File: config.mk
export PLATFORM = sky130hd
export DESIGN_NAME = tkht_ram
export DESIGN_NICKNAME = d
export VERILOG_FILES = /design/src/sv/tkht_ram.sv
export SDC_FILE = /design/constraint.sdc
export NUM_CORES = 1
export LEC_CHECK = 0
export BUFFER_PORTS_ARGS = -buffer_cell sky130_fd_sc_hd__buf_2
export CORE_MARGIN = 2
export CORE_UTILIZATION = 45
export CTS_CLUSTER_SIZE = 40
export DETAILED_ROUTE_END_ITERATION = 6
export PLACE_DENSITY_LB_ADDON = 0.08
export SLEW_MARGIN = 5
export SYNTH_ARGS = -nofsm -noshare
export SYNTH_HDL_FRONTEND = slang
export SYNTH_SLANG_ARGS = --single-unit
File: constraint.sdc
create_clock -name clk -period 2.6 [get_ports clk]
set_clock_uncertainty 0.1 [all_clocks]
set_input_delay 0.13 -clock clk [delete_from_list [all_inputs] [get_ports clk]]
set_output_delay 0.13 -clock clk [all_outputs]
set_load 0.02 [all_outputs]
File: src/sv/tkht_ram.sv
// ----------------------------------------------------------------------------
// tkht_ram: generic single-port RAM
// One access per cycle, writing when we is set; read data registered (old data on a write).
// ----------------------------------------------------------------------------
module tkht_ram #(
  parameter int WIDTH = 8,
  parameter int DEPTH = 64
) (
  input  logic                     clk,
  input  logic                     we,
  input  logic [$clog2(DEPTH)-1:0] addr,
  input  logic [WIDTH-1:0]         wdata,
  output logic [WIDTH-1:0]         rdata
);
  logic [WIDTH-1:0] mem [DEPTH];

  always_ff @(posedge clk) begin
    if (we) mem[addr] <= wdata;
    rdata <= mem[addr];
  end
endmodule

==> results of run 1 <==
[cell usage after synthesis, drive strengths merged (4+ instances only)]
library cell | number | share of area (%)
edfxtp | 512 | 75
o21ai | 11 | 0.27
o221ai | 9 | 0.39
dfxtp | 8 | 0.78
o22ai | 22 | 0.67
nor2b | 8 | 0.24
and3 | 9 | 0.28
nand3 | 8 | 0.20
buf | 45 | 1.3
nand3b | 12 | 0.44
a21o | 4 | 0.15
a221oi | 21 | 0.90
o22a | 11 | 0.47
and4 | 6 | 0.26
a32oi | 7 | 0.30
and2 | 10 | 0.32
clkbuf | 36 | 0.66
mux4 | 41 | 4.5
nor2 | 82 | 1.5
a221o | 11 | 0.54
a31oi | 15 | 0.46
nand2b | 24 | 0.73
a21oi | 28 | 0.69
or3b | 5 | 0.21
o31ai | 5 | 0.18
a211oi | 6 | 0.22
a22o | 10 | 0.43
o2bb2ai | 7 | 0.30
a22oi | 40 | 1.5
mux2 | 12 | 0.66
nand2 | 45 | 0.83
mux2i | 63 | 3.1
[through the flow]
step	total power (W)	worst slack [ps]
after global placement	0.0106	-172
after global routing	0.0187	213
after detailed placement	0.0106	-187
after CTS	0.0184	301
final	0.0182	272
after floorplan	0.0100	271
[power by group]
| group | total [W] | internal (W) | switching, W | leakage [nW] |
|---|---|---|---|---|
| clock network | 0.00782 | 0.00470 | 0.00312 | 0.889 |
| registers | 0.00932 | 0.00928 | 0.0000336 | 4.67 |
| logic | 0.00110 | 0.000402 | 0.000695 | 2.63 |
| total | 0.0182 | 0.0144 | 0.00385 | 8.19 |
[worst max-delay path by stage]
stage / from / end / cells past startpoint
global route: mem[2][7] / rdata[7] / 5
CTS: mem[2][7] / rdata[7] / 5
detailed placement: addr[1] / mem[37][5] / 8
floorplan: addr[1] / mem[13][0] / 7
finish: mem[0][7] / rdata[7] / 5
global placement: addr[1] / mem[37][6] / 8
[what timing repair did]
action,4_1_cts,5_1_grt
endpoints found under the setup margin,0,0
hold buffers,2,0
buffers inserted,0,0
endpoints found under the hold margin,37,0
[sequential cells by signal, indices dropped and copies added (netlist names)]
name   cells
rdata      8
mem      512
[layer usage]
layer | routed length, um | part of all wire [%]
met4 | 1190 | 2.1
met2 | 26100 | 47
met5 | 0 | 0
met1 | 24800 | 45
met3 | 3480 | 6.3
[final cells by class]
type                            instances  area [sq um]  area share (%)
Clock inverter                         28           284            1.17
Timing Repair Buffer                  209          1720            7.05
Clock buffer                           74          1530            6.29
Inverter                                3          11.3          0.0463
Tap cell                              600           751            3.08
Sequential cell                       520         15500            63.8
Multi-Input combinational cell        567          4510            18.5
[logic make-up after synthesis]
| logic type | after synthesis | synth area share [%] |
|---|---|---|
| mux | 116 | 8.26 |
| flops | 520 | 76.0 |
| compound gates | 222 | 8.08 |
| simple gates | 229 | 5.71 |
| buf+inv | 84 | 1.98 |
==> flow_metrics.env, run 1 <==
export IMPL_drt_wl_total_mm=55.6
export IMPL_tightest_slew_ps=988
export IMPL_routabilityCongestion=0.868
export IMPL_ys_ff_latch=520
export IMPL_hold_path_class="input port to register"
export IMPL_ctsRootBufferMaster="clkbuf_16"
export IMPL_yosysWarnings=0
export IMPL_min_from="wdata[2]"
export IMPL_r2r_start="mem[0][7]"
export IMPL_portBuffers=23
export IMPL_start_util_pct=45.4
export IMPL_async_flop_share_pct=0
export IMPL_die_h_um=217
export IMPL_synth_area_sq_um=20400
export IMPL_max_freq_ghz=0.430
export IMPL_ys_types=56
export IMPL_met1_usage_pct=34.4
export IMPL_grt_max_degree=65
export IMPL_ir_drop_v=0.000531
export IMPL_grt_pass1_wl_mm=81.1
export IMPL_ys_flop_type="edfxtp_1"
export IMPL_slowest_stage="or4b_1"
export IMPL_critical_path_cell_chain="mux2_1 -> mux4_2 -> o21ai_1 -> o2111ai_1 -> or4b_1"
export IMPL_clockBufferDepth=3
export IMPL_drv_slew=0
export IMPL_clk_latency_ps=610
export IMPL_vias_per_cell=5.75
export IMPL_rr_endpoint="rdata[7]"
export IMPL_crit_type="register to register"
export IMPL_placed_cell_area_sq_um=22500
export IMPL_antenna_cells=0
export IMPL_clkSinkCount=520
export IMPL_drtPass1Iterations=5
export IMPL_power_leakage_nw=8.19
export IMPL_drt_iter0_markers=1186
export IMPL_drive_gt1_share_pct=24.6
export IMPL_rows=78
export IMPL_final_cells=2001
export IMPL_utilization_pct=54.0
export IMPL_die_area_sq_um=47200
export IMPL_die_w_um=217
export IMPL_cts_tree="done"
export IMPL_crit_buf_inv=0
export IMPL_maxCapViolCount=0
export IMPL_placed_cells=1897
export IMPL_outcome="finished, final reports clean"
export IMPL_clk_transition_reported_paths_ps=60
export IMPL_critPathCaptureType="register"
export IMPL_cp_arrival_ps=2690
export IMPL_holdWs_ps=27.5
export IMPL_syn2layout_area_growth_pct=19.0
export IMPL_power_density_nw_per_um2=749
export IMPL_core_area_sq_um=45100
export IMPL_cp_max_fo=1
export IMPL_syn_inst=1171
export IMPL_track_usage_pct=24.1
export IMPL_critPathMaxStageDelay_ps=550
export IMPL_busiest_layer="met2"
export IMPL_slew_headroom_pct=34.0
export IMPL_hold_violations=0
export IMPL_yosysSeqAreaShare_pct=76.0
export IMPL_final_antenna_net_count=0
export IMPL_hpwl_mm=36.5
export IMPL_fillers=3679
export IMPL_fin_crit_sh_pct=89.5
export IMPL_rsz0062_at_grt="false"
export IMPL_fin_nets=1371
export IMPL_holdPathEnd="mem[61][2]"
export IMPL_grt_pass1_vias=11700
export IMPL_critPathRequiredTime_ps=2960
export IMPL_final_common_cell="edfxtp_1"
export IMPL_grt_use_met3_pct=4.11
export IMPL_synth_enable_flop_cells=512
export IMPL_met2_usage_pct=38.5
export IMPL_antenna_found_initial=1
export IMPL_grt_ovfl_total=0
export IMPL_reg2regPathDepth=5
export IMPL_ctsResizeCount=0
export IMPL_min_delay_path_depth=1
export IMPL_critical_path_top_delay_family="multiplexers"
export IMPL_remaining_drc_errors=0
export IMPL_synth_nets=1187
export IMPL_postLayoutCellArea_sq_um=24300
export IMPL_cp_start_kind="register"
export IMPL_ff2ff_setup_slack_ps=270
export IMPL_fin_crit_ps=2330
export IMPL_boundaryPins=24
export IMPL_finalSetupViolations=0
export IMPL_postSynthAreaPerCell_sq_um=17.5
export IMPL_vias=11500
export IMPL_h_tree_depth=2
export IMPL_cts_buffers=54
export IMPL_final_cell_mix="edfxtp_1 (512), buf_4 (171), nor2_1 (81)"
export IMPL_wl_per_cell_um=27.8
export IMPL_tns_ps=0
Note: power is estimated with default switching activity, not from simulation.
==> run 2, diff against run 1 <==
Settings changed: ABC_AREA set to 1.
==> run 2 against run 1 <==
  * Combinational power grew 5%
  * Flip-flop and latch count is the same
  * Wire length grew 2.3%
  * Largest cell class unchanged
  * Critical endpoint is now mem[57][0]
==> flow_metrics.env, run 2 <==
export IMPL_outcome="finished, final reports clean"
export IMPL_synth_most_common_cell="nand2_1"
export IMPL_ir_drop_v=0.000501
export IMPL_critical_path_top_delay_family="simple AND/OR/NAND/NOR gates"
export IMPL_synth_top_area_cell="edfxtp_1"
export IMPL_postLayoutCellArea_sq_um=25300
export IMPL_clockBufferDepth=3
export IMPL_path_depth=5
export IMPL_clk_transition_reported_paths_ps=60
export IMPL_ff2ff_setup_slack_ps=1090
export IMPL_synth_enable_flop_cells=512
export IMPL_maxCapViolCount=0
export IMPL_top_regs="mem x512, rdata x8"
export IMPL_r2r_start="mem[35][7]"
export IMPL_synth_nets=2183
export IMPL_core_area_sq_um=48600
export IMPL_cp_max_fo=62
export IMPL_ctsResizeCount=0
export IMPL_critPathRequiredTime_ps=2820
export IMPL_reg2regPathDepth=10
export IMPL_die_w_um=225
export IMPL_ys_flop_type="edfxtp_1"
export IMPL_hpwl_mm=34.4
export IMPL_ys_ff_latch=520
export IMPL_grt_ovfl_total=0
export IMPL_power_density_nw_per_um2=722
export IMPL_critPathMaxStageDelay_ps=630
export IMPL_drt_iter0_markers=1281
export IMPL_routed_wl_met3_mm=2.83
export IMPL_cp_start_kind="input port"
export IMPL_drtPass1Iterations=7
export IMPL_tightest_slew_ps=773
export IMPL_power_leakage_nw=10.7
export IMPL_critical_path_cell_chain="clkbuf_8 -> buf_12 -> nand3_1 -> nor2_1 -> buf_4"
export IMPL_critPathCaptureType="register"
export IMPL_crit_start="addr[0]"
export IMPL_fillers=4394
export IMPL_wl_met2_mm=26.3
export IMPL_wl_met1_mm=26.6
export IMPL_ys_types=22
export IMPL_postSynthAreaPerCell_sq_um=10.2
export IMPL_rr_endpoint="rdata[7]"
export IMPL_crit_buf_inv=3
export IMPL_drv_slew=0
export IMPL_grt_pass1_wl_mm=86.3
export IMPL_grt_pass1_vias=13900
export IMPL_finalSetupViolations=0
export IMPL_placed_cell_area_sq_um=23500
export IMPL_track_usage_pct=22.9
export IMPL_rsz0062_at_grt="false"
export IMPL_ctsRootBufferMaster="clkbuf_16"
export IMPL_hold_violations=0
export IMPL_cts_tree="done"
export IMPL_largest_reg_flops=512
export IMPL_final_cell_mix="nand2_1 (1384), edfxtp_1 (512), buf_4 (96)"
export IMPL_drt_wl_total_mm=56.8
export IMPL_grt_max_degree=80
export IMPL_cts_buffers=55
export IMPL_antenna_found_initial=0
export IMPL_clkSinkCount=520
export IMPL_ys_top_cells_by_count="nand2_1 (1384), edfxtp_1 (512), nor2_1 (87)"
export IMPL_slowest_stage="nand3_1"
export IMPL_rows=81
export IMPL_wl_per_cell_um=19.4
export IMPL_crit_type="input port to register"
export IMPL_max_freq_ghz=0.589
export IMPL_fin_crit_ps=1700
export IMPL_top_layer="met4"
export IMPL_start_util_pct=45.3
export IMPL_yosysTopAreaCellShare_pct=69.7
export IMPL_portBuffers=23
export IMPL_final_antenna_net_count=0
export IMPL_hold_path_class="input port to register"
export IMPL_yosysWarnings=0
export IMPL_synth_area_sq_um=22000
export IMPL_antenna_cells=0
export IMPL_remaining_drc_errors=0
export IMPL_die_area_sq_um=50800
export IMPL_tns_ps=0
export IMPL_die_h_um=225
export IMPL_cp_endpoint="mem[57][0]"
export IMPL_final_common_cell="nand2_1"
export IMPL_routabilityCongestion=0.838
export IMPL_syn2layout_area_growth_pct=14.8
export IMPL_yosysSeqAreaShare_pct=70.5
export IMPL_drive_gt1_share_pct=10.0
export IMPL_syn_inst=2167
export IMPL_cp_arrival_ps=1910
export IMPL_clk_latency_ps=610
export IMPL_top_register="mem"
export IMPL_boundaryPins=24
export IMPL_vias=14700
export IMPL_async_flop_share_pct=0
export IMPL_h_tree_depth=2
export IMPL_fin_nets=2281
export IMPL_fin_crit_sh_pct=65.3
export IMPL_ys_top_cells_by_area="edfxtp_1 (70%), nand2_1 (24%), nor2_1 (1.5%)"
export IMPL_vias_per_cell=5.00
export IMPL_slew_headroom_pct=48.3
## run 2: cell types whose count changed after synthesis, moves of 22 or more
cell	change
nand2_1	+1339
mux4_2	-41
nand2b_1	-24
mux2i_1	-63
buf_2	+22
a22oi_1	-40
o22ai_1	-22
inv_1	+22
a21oi_1	-28
## run 2: area by class of cell
class | count | area, sq um | share of cell area, %
clock buffer | 74 | 1530 | 6.05
clock inverter | 28 | 258 | 1.02
inverter | 30 | 123 | 0.485
multi-input combinational | 1516 | 5810 | 23.0
sequential | 520 | 15500 | 61.4
tap | 622 | 778 | 3.08
timing repair buffer | 142 | 1260 | 4.98
## run 2: repair_timing
action                    4_1_cts  5_1_grt
setup buffers                   0        0
hold buffers                    6        0
hold endpoints to repair      220        0
## run 2: per-layer routing
metal  global-route usage (%)  up-vias
met4                     5.68        0
li1                         -     7205
met5                        0        -
met1                     33.4     7074
met3                     3.31       70
met2                     36.2      314
## run 2: worst min-delay path by stage
stage,from,to,slack (ps),cells past startpoint
after detailed placement,rdata[7],rdata[7],460,1
after floorplan,wdata[0],mem[0][0],130,0
final,wdata[4],mem[31][4],30,1
after CTS,wdata[2],mem[47][2],20,1
after global placement,rdata[7],rdata[7],460,1
after global routing,wdata[4],mem[29][4],40,1
## run 2: power by group
group	switching, W	leakage (nW)	total, W	internal (W)
logic	0.000849	5.10	0.00116	0.000311
clock network	0.00319	0.878	0.00779	0.00460
registers	0.0000290	4.67	0.00931	0.00928
## run 2: through the flow
| step | utilization [%] | power, W | std cells | hold WS, ps | setup slack (ps) |
|---|---|---|---|---|---|
| after floorplan | - | 0.0101 | 2167 | 129 | 401 |
| after global placement | 48.2 | 0.0106 | 2824 | 457 | 295 |
| after detailed placement | 48.2 | 0.0107 | 2824 | 456 | 348 |
| after CTS | 52.0 | 0.0184 | 2932 | 17.8 | 993 |
| after global routing | 52.0 | 0.0189 | 2932 | 39.4 | 850 |
| final | 52.0 | 0.0183 | 2932 | 26.2 | 903 |
## run 2: cell families (layout without fill, tap and decap cells)
kind of cell,after synthesis,count (layout),synth area share [%]
AND/OR/NAND/NOR,1504,1504,26.0
buffers and inverters,131,274,3.16
AO/OA/AOI/OAI,12,12,0.329
flip-flops,520,520,70.5
